**src/hdl/pixel_tone_blend_assert.svh**
```systemverilog
// Assertion macros shared by the pixel tone blend RTL.
`ifndef PIXEL_TONE_BLEND_ASSERT_SVH
`define PIXEL_TONE_BLEND_ASSERT_SVH
`ifndef SYNTHESIS
`define PTB_ASSERT_IMPL(lbl, clk, rst_n, ante, cons) \
  lbl: assert property (@(posedge clk) disable iff (!rst_n) (ante) |-> (cons)) \
    else $error("pixel_tone_blend: same-cycle assertion failed");
`define PTB_ASSERT_NEXT(lbl, clk, rst_n, ante, cons) \
  lbl: assert property (@(posedge clk) disable iff (!rst_n) (ante) |=> (cons)) \
    else $error("pixel_tone_blend: next-cycle assertion failed");
`else
`define PTB_ASSERT_IMPL(lbl, clk, rst_n, ante, cons)
`define PTB_ASSERT_NEXT(lbl, clk, rst_n, ante, cons)
`endif
`endif

```
**src/hdl/ptb_pkg.sv**
```systemverilog
package ptb_pkg;

  typedef logic [7:0] chan_t;
  typedef logic [2:0][7:0] rgb_t;

  localparam int unsigned NumStages = 6;

  localparam int unsigned CfgIdxWidth  = 3;
  localparam int unsigned CfgDataWidth = 9;

  typedef enum logic [CfgIdxWidth-1:0] {
    CFG_OPACITY    = 3'd0,
    CFG_BLEND_MODE = 3'd1,
    CFG_RED_TONE   = 3'd2,
    CFG_GREEN_TONE = 3'd3,
    CFG_BLUE_TONE  = 3'd4,
    CFG_SATURATION = 3'd5
  } cfg_idx_e;

  typedef enum logic [1:0] {
    MODE_BLEND = 2'd0,
    MODE_ADD   = 2'd1,
    MODE_SUB   = 2'd2,
    MODE_KEEP  = 2'd3
  } blend_mode_e;

  localparam logic [14:0] LumaWr = 15'd30;
  localparam logic [14:0] LumaWg = 15'd59;
  localparam logic [14:0] LumaWb = 15'd11;
  // Reciprocal of 100 scaled by 2^21, rounded up; exact for sums below 43690.
  localparam logic [29:0] LumaRecip = 30'd20972;
  localparam int unsigned LumaShift = 21;

  localparam chan_t ChanMax = 8'd255;

  typedef struct packed {
    chan_t keep;
    chan_t add;
  } tone_coef_t;

  // Exact floor(num / 255) for num up to 65279.
  function automatic chan_t div255(input logic [15:0] num);
    logic [16:0] acc;
    acc = 17'(num) + 17'(num[15:8]) + 17'd1;
    return acc[15:8];
  endfunction

  // A tone t mixes the channel toward 255 (t > 0) or toward 0 (t < 0):
  // result = floor(c * keep / 255) + add.
  function automatic tone_coef_t tone_coef(input logic [8:0] tone);
    tone_coef_t coef;
    logic [8:0] mag;
    mag = 9'd0 - tone;
    coef.keep = ChanMax;
    coef.add  = 8'd0;
    if (tone[8] == 1'b0) begin
      coef.keep = ChanMax - tone[7:0];
      coef.add  = tone[7:0];
    end else if (mag[8]) begin
      coef.keep = 8'd0;
    end else begin
      coef.keep = ChanMax - mag[7:0];
    end
    return coef;
  endfunction

endpackage

```
**src/hdl/ptb_if.sv**
```systemverilog
interface ptb_pix_in_if;
  logic           valid;
  logic           ready;
  ptb_pkg::chan_t src_red;
  ptb_pkg::chan_t src_green;
  ptb_pkg::chan_t src_blue;
  ptb_pkg::chan_t src_alpha;
  ptb_pkg::chan_t dst_red;
  ptb_pkg::chan_t dst_green;
  ptb_pkg::chan_t dst_blue;
  ptb_pkg::chan_t dst_alpha;

  modport source (
    output valid, src_red, src_green, src_blue, src_alpha,
    output dst_red, dst_green, dst_blue, dst_alpha,
    input  ready
  );
  modport sink (
    input  valid, src_red, src_green, src_blue, src_alpha,
    input  dst_red, dst_green, dst_blue, dst_alpha,
    output ready
  );
endinterface

interface ptb_pix_out_if;
  logic           valid;
  logic           ready;
  ptb_pkg::chan_t out_red;
  ptb_pkg::chan_t out_green;
  ptb_pkg::chan_t out_blue;
  ptb_pkg::chan_t out_alpha;
  logic           written;

  modport source (
    output valid, out_red, out_green, out_blue, out_alpha, written,
    input  ready
  );
  modport sink (
    input  valid, out_red, out_green, out_blue, out_alpha, written,
    output ready
  );
endinterface

interface ptb_cfg_if;
  logic                              valid;
  logic                              ready;
  logic [ptb_pkg::CfgIdxWidth-1:0]   index;
  logic [ptb_pkg::CfgDataWidth-1:0]  data;

  modport source (output valid, index, data, input ready);
  modport sink (input valid, index, data, output ready);
endinterface

```
**src/hdl/pixel_tone_blend.sv**
```systemverilog
// Blends one source RGBA pixel into one destination RGBA pixel per clock
// while the output keeps taking results. The datapath is a six-stage
// pipeline that takes a new pair while earlier pairs are in flight; each
// stage holds at most one set of multiplies and at most two divide-by-255
// adders per channel. Ready is computed stage by stage, so bubbles close up
// and the input side keeps taking pixels while a finished result waits at
// the output, as long as some stage is empty. The configuration port is
// always ready; registers are opacity (0), blend_mode (1), red tone (2),
// green tone (3), blue tone (4) and saturation (5), and a write to any
// other index is dropped. Write them only while the pipeline is empty.
`include "pixel_tone_blend_assert.svh"

module pixel_tone_blend (
  input logic           clk_i,
  input logic           rst_ni,
  ptb_pix_in_if.sink    pix_i,
  ptb_pix_out_if.source pix_o,
  ptb_cfg_if.sink       cfg_i
);

  typedef struct packed {
    logic           written;
    ptb_pkg::rgb_t  src;
    ptb_pkg::rgb_t  dst;
    ptb_pkg::chan_t dst_alpha;
    ptb_pkg::chan_t src_alpha;
    logic [14:0]    luma_sum;
    logic [15:0]    ea_prod;
  } st1_t;

  typedef struct packed {
    logic           written;
    ptb_pkg::rgb_t  src;
    ptb_pkg::rgb_t  dst;
    ptb_pkg::chan_t dst_alpha;
    ptb_pkg::chan_t src_alpha;
    ptb_pkg::chan_t luma;
    ptb_pkg::chan_t ea;
  } st2_t;

  typedef struct packed {
    logic            written;
    ptb_pkg::rgb_t   dst;
    ptb_pkg::chan_t  dst_alpha;
    ptb_pkg::chan_t  ea;
    logic [2:0][15:0] num;
  } st3_t;

  typedef struct packed {
    logic            written;
    ptb_pkg::rgb_t   dst;
    ptb_pkg::chan_t  dst_alpha;
    ptb_pkg::chan_t  ea;
    logic [2:0][15:0] blend_num;
    logic [2:0][15:0] term_prod;
  } st5_t;

  typedef struct packed {
    logic           written;
    ptb_pkg::rgb_t  color;
    ptb_pkg::chan_t alpha;
  } st6_t;

  localparam int unsigned NStages = ptb_pkg::NumStages;

  ptb_pkg::chan_t              opacity_q;
  ptb_pkg::blend_mode_e        mode_q;
  logic [2:0][8:0]             tone_q;
  ptb_pkg::chan_t              saturation_q;
  ptb_pkg::tone_coef_t [2:0]   coef;

  logic [NStages-1:0] vld_q;
  logic [NStages-1:0] adv;

  st1_t s1_d, s1_q;
  st2_t s2_d, s2_q;
  st3_t s3_d, s3_q;
  st3_t s4_d, s4_q;
  st5_t s5_d, s5_q;
  st6_t s6_d, s6_q;

  logic [29:0] luma_prod;

  assign cfg_i.ready = 1'b1;

  always_ff @(posedge clk_i or negedge rst_ni) begin
    if (!rst_ni) begin
      opacity_q    <= ptb_pkg::ChanMax;
      mode_q       <= ptb_pkg::MODE_BLEND;
      tone_q       <= '0;
      saturation_q <= ptb_pkg::ChanMax;
    end else if (cfg_i.valid) begin
      unique case (cfg_i.index)
        ptb_pkg::CFG_OPACITY:    opacity_q    <= cfg_i.data[7:0];
        ptb_pkg::CFG_BLEND_MODE: mode_q       <= ptb_pkg::blend_mode_e'(cfg_i.data[1:0]);
        ptb_pkg::CFG_RED_TONE:   tone_q[0]    <= cfg_i.data;
        ptb_pkg::CFG_GREEN_TONE: tone_q[1]    <= cfg_i.data;
        ptb_pkg::CFG_BLUE_TONE:  tone_q[2]    <= cfg_i.data;
        ptb_pkg::CFG_SATURATION: saturation_q <= cfg_i.data[7:0];
        default: ;
      endcase
    end
  end

  always_comb begin
    for (int c = 0; c < 3; c++) begin
      coef[c] = ptb_pkg::tone_coef(tone_q[c]);
    end
  end

  // A stage loads when it is empty or its content moves on.
  always_comb begin
    adv[NStages-1] = !vld_q[NStages-1] || pix_o.ready;
    for (int k = NStages - 2; k >= 0; k--) begin
      adv[k] = !vld_q[k] || adv[k+1];
    end
  end

  assign pix_i.ready = adv[0];

  always_ff @(posedge clk_i or negedge rst_ni) begin
    if (!rst_ni) begin
      vld_q <= '0;
    end else begin
      if (adv[0]) begin
        vld_q[0] <= pix_i.valid;
      end
      for (int k = 1; k < NStages; k++) begin
        if (adv[k]) begin
          vld_q[k] <= vld_q[k-1];
        end
      end
    end
  end

  always_comb begin
    s1_d.written   = pix_i.src_alpha != 8'd0;
    s1_d.src       = {pix_i.src_blue, pix_i.src_green, pix_i.src_red};
    s1_d.dst       = {pix_i.dst_blue, pix_i.dst_green, pix_i.dst_red};
    s1_d.dst_alpha = pix_i.dst_alpha;
    s1_d.src_alpha = pix_i.src_alpha;
    s1_d.luma_sum  = 15'(pix_i.src_red) * ptb_pkg::LumaWr
                   + 15'(pix_i.src_green) * ptb_pkg::LumaWg
                   + 15'(pix_i.src_blue) * ptb_pkg::LumaWb;
    s1_d.ea_prod   = 16'(pix_i.src_alpha) * 16'(opacity_q);
  end

  always_comb begin
    luma_prod      = 30'(s1_q.luma_sum) * ptb_pkg::LumaRecip;
    s2_d.written   = s1_q.written;
    s2_d.src       = s1_q.src;
    s2_d.dst       = s1_q.dst;
    s2_d.dst_alpha = s1_q.dst_alpha;
    s2_d.src_alpha = s1_q.src_alpha;
    s2_d.luma      = 8'(luma_prod >> ptb_pkg::LumaShift);
    s2_d.ea        = ptb_pkg::div255(s1_q.ea_prod);
  end

  always_comb begin
    s3_d.written   = s2_q.written;
    s3_d.dst       = s2_q.dst;
    s3_d.dst_alpha = s2_q.dst_alpha;
    s3_d.ea        = s2_q.ea;
    for (int c = 0; c < 3; c++) begin
      s3_d.num[c] = 16'(s2_q.luma) * 16'(ptb_pkg::ChanMax - saturation_q)
                  + 16'(s2_q.src[c]) * 16'(saturation_q);
    end
  end

  always_comb begin
    s4_d.written   = s3_q.written;
    s4_d.dst       = s3_q.dst;
    s4_d.dst_alpha = s3_q.dst_alpha;
    s4_d.ea        = s3_q.ea;
    for (int c = 0; c < 3; c++) begin
      s4_d.num[c] = 16'(ptb_pkg::div255(s3_q.num[c])) * 16'(coef[c].keep);
    end
  end

  always_comb begin
    ptb_pkg::chan_t toned;
    s5_d.written   = s4_q.written;
    s5_d.dst       = s4_q.dst;
    s5_d.dst_alpha = s4_q.dst_alpha;
    s5_d.ea        = s4_q.ea;
    for (int c = 0; c < 3; c++) begin
      toned = ptb_pkg::div255(s4_q.num[c]) + coef[c].add;
      s5_d.blend_num[c] = 16'(s4_q.dst[c]) * 16'(ptb_pkg::ChanMax - s4_q.ea)
                        + 16'(toned) * 16'(s4_q.ea);
      s5_d.term_prod[c] = 16'(toned) * 16'(s4_q.ea);
    end
  end

  always_comb begin
    ptb_pkg::chan_t term;
    logic [8:0]     sum;
    s6_d.written = s5_q.written;
    s6_d.alpha   = (s5_q.dst_alpha > s5_q.ea) ? s5_q.dst_alpha : s5_q.ea;
    for (int c = 0; c < 3; c++) begin
      term = ptb_pkg::div255(s5_q.term_prod[c]);
      sum  = 9'(s5_q.dst[c]) + 9'(term);
      unique case (mode_q)
        ptb_pkg::MODE_BLEND: s6_d.color[c] = ptb_pkg::div255(s5_q.blend_num[c]);
        ptb_pkg::MODE_ADD:   s6_d.color[c] = sum[8] ? ptb_pkg::ChanMax : sum[7:0];
        ptb_pkg::MODE_SUB:   s6_d.color[c] = (term >= s5_q.dst[c]) ? 8'd0
                                                                   : s5_q.dst[c] - term;
        ptb_pkg::MODE_KEEP:  s6_d.color[c] = s5_q.dst[c];
        default:             s6_d.color[c] = s5_q.dst[c];
      endcase
    end
  end

  always_ff @(posedge clk_i) begin
    if (adv[0]) s1_q <= s1_d;
    if (adv[1]) s2_q <= s2_d;
    if (adv[2]) s3_q <= s3_d;
    if (adv[3]) s4_q <= s4_d;
    if (adv[4]) s5_q <= s5_d;
    if (adv[5]) s6_q <= s6_d;
  end

  assign pix_o.valid     = vld_q[NStages-1];
  assign pix_o.out_red   = s6_q.color[0];
  assign pix_o.out_green = s6_q.color[1];
  assign pix_o.out_blue  = s6_q.color[2];
  assign pix_o.out_alpha = s6_q.alpha;
  assign pix_o.written   = s6_q.written;

  `PTB_ASSERT_IMPL(a_ready_when_out_free, clk_i, rst_ni, !vld_q[NStages-1], pix_i.ready)
  `PTB_ASSERT_NEXT(a_no_item_lost, clk_i, rst_ni, 1'b1,
                   $countones(vld_q) == $past($countones(vld_q))
                   + $past(pix_i.valid && pix_i.ready) - $past(pix_o.valid && pix_o.ready))
  `PTB_ASSERT_IMPL(a_ea_bounded, clk_i, rst_ni, vld_q[1], s2_q.ea <= s2_q.src_alpha)
  `PTB_ASSERT_IMPL(a_unwritten_zero_ea, clk_i, rst_ni, vld_q[1] && !s2_q.written, s2_q.ea == 8'd0)

endmodule

```
**src/flat_wrapper.sv**
```systemverilog
// flat-port wrapper written by rule: the top's interface ports become plain ports
module pixel_tone_blend_flat 
  (clk_i, rst_ni, pix_i_valid, pix_i_src_red, pix_i_src_green, pix_i_src_blue, pix_i_src_alpha, pix_i_dst_red, pix_i_dst_green, pix_i_dst_blue, pix_i_dst_alpha, pix_i_ready, pix_o_valid, pix_o_out_red, pix_o_out_green, pix_o_out_blue, pix_o_out_alpha, pix_o_written, pix_o_ready, cfg_i_valid, cfg_i_index, cfg_i_data, cfg_i_ready);
  ptb_pix_in_if pix_i_i ();
  ptb_pix_out_if pix_o_i ();
  ptb_cfg_if cfg_i_i ();
  input logic clk_i;
  input logic rst_ni;
  input wire logic [$bits(pix_i_i.valid)-1:0] pix_i_valid;
  input wire logic [$bits(pix_i_i.src_red)-1:0] pix_i_src_red;
  input wire logic [$bits(pix_i_i.src_green)-1:0] pix_i_src_green;
  input wire logic [$bits(pix_i_i.src_blue)-1:0] pix_i_src_blue;
  input wire logic [$bits(pix_i_i.src_alpha)-1:0] pix_i_src_alpha;
  input wire logic [$bits(pix_i_i.dst_red)-1:0] pix_i_dst_red;
  input wire logic [$bits(pix_i_i.dst_green)-1:0] pix_i_dst_green;
  input wire logic [$bits(pix_i_i.dst_blue)-1:0] pix_i_dst_blue;
  input wire logic [$bits(pix_i_i.dst_alpha)-1:0] pix_i_dst_alpha;
  output wire logic [$bits(pix_i_i.ready)-1:0] pix_i_ready;
  output wire logic [$bits(pix_o_i.valid)-1:0] pix_o_valid;
  output wire logic [$bits(pix_o_i.out_red)-1:0] pix_o_out_red;
  output wire logic [$bits(pix_o_i.out_green)-1:0] pix_o_out_green;
  output wire logic [$bits(pix_o_i.out_blue)-1:0] pix_o_out_blue;
  output wire logic [$bits(pix_o_i.out_alpha)-1:0] pix_o_out_alpha;
  output wire logic [$bits(pix_o_i.written)-1:0] pix_o_written;
  input wire logic [$bits(pix_o_i.ready)-1:0] pix_o_ready;
  input wire logic [$bits(cfg_i_i.valid)-1:0] cfg_i_valid;
  input wire logic [$bits(cfg_i_i.index)-1:0] cfg_i_index;
  input wire logic [$bits(cfg_i_i.data)-1:0] cfg_i_data;
  output wire logic [$bits(cfg_i_i.ready)-1:0] cfg_i_ready;
  assign pix_i_i.valid = pix_i_valid;
  assign pix_i_i.src_red = pix_i_src_red;
  assign pix_i_i.src_green = pix_i_src_green;
  assign pix_i_i.src_blue = pix_i_src_blue;
  assign pix_i_i.src_alpha = pix_i_src_alpha;
  assign pix_i_i.dst_red = pix_i_dst_red;
  assign pix_i_i.dst_green = pix_i_dst_green;
  assign pix_i_i.dst_blue = pix_i_dst_blue;
  assign pix_i_i.dst_alpha = pix_i_dst_alpha;
  assign pix_i_ready = pix_i_i.ready;
  assign pix_o_valid = pix_o_i.valid;
  assign pix_o_out_red = pix_o_i.out_red;
  assign pix_o_out_green = pix_o_i.out_green;
  assign pix_o_out_blue = pix_o_i.out_blue;
  assign pix_o_out_alpha = pix_o_i.out_alpha;
  assign pix_o_written = pix_o_i.written;
  assign pix_o_i.ready = pix_o_ready;
  assign cfg_i_i.valid = cfg_i_valid;
  assign cfg_i_i.index = cfg_i_index;
  assign cfg_i_i.data = cfg_i_data;
  assign cfg_i_ready = cfg_i_i.ready;
  pixel_tone_blend u_core (.clk_i(clk_i), .rst_ni(rst_ni), .pix_i(pix_i_i), .pix_o(pix_o_i), .cfg_i(cfg_i_i));
endmodule
```
**config.mk**
```make
export PLATFORM = sky130hd
export DESIGN_NAME = pixel_tone_blend_flat
export DESIGN_NICKNAME = d
export VERILOG_FILES = /design/src/hdl/ptb_pkg.sv /design/src/hdl/ptb_if.sv /design/src/hdl/pixel_tone_blend.sv /design/src/flat_wrapper.sv
export VERILOG_INCLUDE_DIRS = /design/src /design/src/hdl
export SDC_FILE = /design/constraint.sdc
export NUM_CORES = 2
export LEC_CHECK = 0
export ABC_AREA = 1
export BUFFER_PORTS_ARGS = -buffer_cell sky130_fd_sc_hd__buf_2
export CORE_UTILIZATION = 57
export CTS_CLUSTER_DIAMETER = 40
export DETAILED_ROUTE_END_ITERATION = 10
export PLACE_DENSITY = 0.85
export SETUP_SLACK_MARGIN = 0.1
export SYNTH_ARGS = -nofsm -noshare
export SYNTH_HDL_FRONTEND = slang
export SYNTH_SLANG_ARGS = --single-unit
```
**constraint.sdc**
```tcl
create_clock -name clk_i -period 17.4 [get_ports clk_i]
set_clock_uncertainty 0.2 [all_clocks]
set_input_delay 3.48 -clock clk_i [delete_from_list [all_inputs] [get_ports clk_i]]
set_output_delay 3.48 -clock clk_i [all_outputs]
set_load 0.05 [all_outputs]
```
==> impl_metrics.toml <==
[outcome]
status = "finished, final reports clean"

[worst_setup_path]
worstPathArrival_ns = 6.71
worst-setup-path-type = "input pin to output port"
cp-start-kind = "input pin"
crit_fanout = 62
slowest_delay_ns = 0.46
worstPathCellList = "buf_2 > nor2_1 > clkinv_1 > buf_4 > nor2_1 > inv_6 > nor2_1 > nand2_4 > nor2_1 > nand2_4 > buf_2"
worst_path_most_repeated_cell = "nor2_1"
cpMaxStageDelayCell = "nor2_1"
critPathRequiredTime_ns = 13.72
endpoint_kind = "output port"

[die]
ios = 117
start_util_pct = 57.4
rows = 125
core_area_um2 = 116000
die_x_um = 344
die_h_um = 344
dieArea_um2 = 118000

[hold_path]
hp-class = "flop to flop"

[synthesis]
synth_top_family_by_area = "adder cells"
synth.distinct_cells = 62
synth_area_um2 = 66600
synthAdderAreaFrac_pct = 37.5
synthArstFlopShare_pct = 9.11
synth_area_leaders = "edfxtp_1 23%, fa_1 22%, ha_1 16%"
yosysWarnings = 0
synth-edff-count = 509
synth_top_area_share_pct = 22.9
yosys-mux-area-fraction_pct = 0
synthCells = 7857
yosys.area_share.simple_pct = 18.0
synth_compound_area_share_pct = 5.05
synth_top_cell_by_area = "edfxtp_1"
ys_seq_elements = 560
syn_avg_cell_area_um2 = 8.48
synthFlopType = "edfxtp_1"
yosysSeqAreaShare_pct = 24.9
yosys.area_share.xor_xnor_pct = 3.16

[global_route]
grt_antenna_before_repair = 6
overflow = 0
grt_pass1_vias = 53700
grt_pass1_wl_mm = 262
grt_max_degree = 79
grt.total_usage_pct = 27.5

[clock_tree]
cts_root_buf = "clkbuf_16"
clk_latency_ns = 0.67
clk_pin_slew_ns = 0.06
cts.sinks = 560
ctsHoldBuffers = 0
h-tree-depth = 3
cts_setup_buffers = 0
clk_path_buf_depth = 3
cts_resized = 0
cts_tree = "built"
cts_buffers = 92

[placement]
io_buffers = 115
dpl_cell_area_um2 = 68800
routabilityCongestion = 0.934
dp_hpwl_mm = 126

[sta]
max_freq_ghz = 0.0962
finalMaxSlewViolations = 0
rsz0062_at_grt = "false"
fin_crit_sh_pct = 59.7
setup-tns-final_ns = 0
hold_violations = 0
worst_pin_slew_ns = 1.23
setup_viol = 0
slew_headroom_pct = 18.0
period_minus_slack_ns = 10.39

[drt]
via_per_inst = 5.46
routed_wl_mm = 160
num_vias = 52200
wl_per_cell_um = 16.8
drt_iter0_drc = 4123
drtAntennaViolNets = 0
post-route-drc-count = 0
first_pass_iters = 6

[cells_and_area]
layout-drive-gt1-share_pct = 5.42
layout_commonest_cell = "inv_1"
layout_common_cells = "1856 x inv_1, 1607 x nand2_1, 829 x ha_1, 729 x fa_1, 646 x nor2_1"
fin_nets = 9594
design_area_um2 = 71900
syn_to_final_growth_pct = 7.95

[flow_run]
cap_violations = 0
-- per-stage QoR --
step           setup WS (ns)  instances  utilization [%]  hold slack (ns)
2_1_floorplan           1.97       7859                -            0.200
4_1_cts                 7.00       9556             62.0            0.199
3_5_place_dp            7.01       9385             59.3            0.205
5_1_grt                 6.76       9556             62.0            0.208
6_report                7.01       9558             62.0            0.201
3_3_place_gp            7.11       9385             59.3            0.200
-- layer usage --
layer  GRT usage (%)  up-vias  part of all wire (%)
li1                -    24600                     -
met1            33.1    24900                    38
met2            48.1     2124                    49
met3            4.93      570                   8.0
met4            12.4        6                   5.0
met5               0        -                 0.024
-- flip-flops by register name, indices dropped and copies added, names as in the netlist --
signal and flops:
u_core.pix_o.out_blue 8, u_core.mode_q 2, u_core.saturation_q 8, u_core.pix_o.written 1, u_core.tone_q 27, u_core.s1_q 88, u_core.s3_q 89, u_core.pix_o.out_red 8
u_core.pix_o.out_green 8, u_core.s2_q 73, u_core.s4_q 89, u_core.vld_q 6, u_core.opacity_q 8, u_core.s5_q 137, u_core.pix_o.out_alpha 8
-- worst paths after layout --
kind / startpoint / endpoint / slack [ns] / depth (start not counted)
max: pix_o_ready / pix_i_ready / 7.01 / 11
min: u_core.s1_q[68] / u_core.s2_q[53] / 0.20 / 0
max reg2reg: u_core.s4_q[25] / u_core.s5_q[76] / 7.57 / 39
min reg2reg: u_core.s1_q[68] / u_core.s2_q[53] / 0.20 / 0
max in group asynchronous: rst_ni / u_core.vld_q[1] / 13.57 / 2
min in group asynchronous: rst_ni / u_core.tone_q[8] / 2.84 / 2
-- area by class of cell --
class	count	area, um2
Tap cell	1524	1910
Antenna cell	2	5.00
Clock buffer	96	2340
Sequential cell	560	16600
Multi-Input combinational cell	5288	42500
Inverter	1874	7040
Fill cell	9210	44100
Timing Repair Buffer	139	756
Clock inverter	75	837
-- worst max-delay path, delay by kind of cell --
family | cells | cell delay [ns]
buffers and inverters | 5 | 1.08
and+or+nand+nor | 6 | 2.08
-- logic make-up after synthesis --
logic type,Yosys count
AOI/OAI and AO/OA,616
buffers and inverters,2011
DFF,560
xor gates and xnor gates,238
other,2
adders and majority gates,1558
and+or+nand+nor,2872
-- cells in the mapped netlist, types with 20 or more instances --
| library cell | number |
|---|---|
| a21o_1 | 20 |
| a21oi_1 | 317 |
| clkbuf_1 | 88 |
| clkbuf_2 | 24 |
| dfrtp_1 | 35 |
| edfxtp_1 | 509 |
| fa_1 | 729 |
| ha_1 | 829 |
| inv_1 | 1860 |
| nand2_1 | 1609 |
| nand2_2 | 21 |
| nand3_1 | 368 |
| nand3b_1 | 20 |
| nand4_1 | 74 |
| nor2_1 | 646 |
| nor3_1 | 57 |
| o21ai_0 | 182 |
| o21bai_1 | 21 |
| or2_2 | 21 |
| xnor2_1 | 80 |
| xor2_1 | 155 |
Power is left out: the tool's default activity adds up to more than one toggle a clock period on the data nets, which glitch-free logic cannot reach.
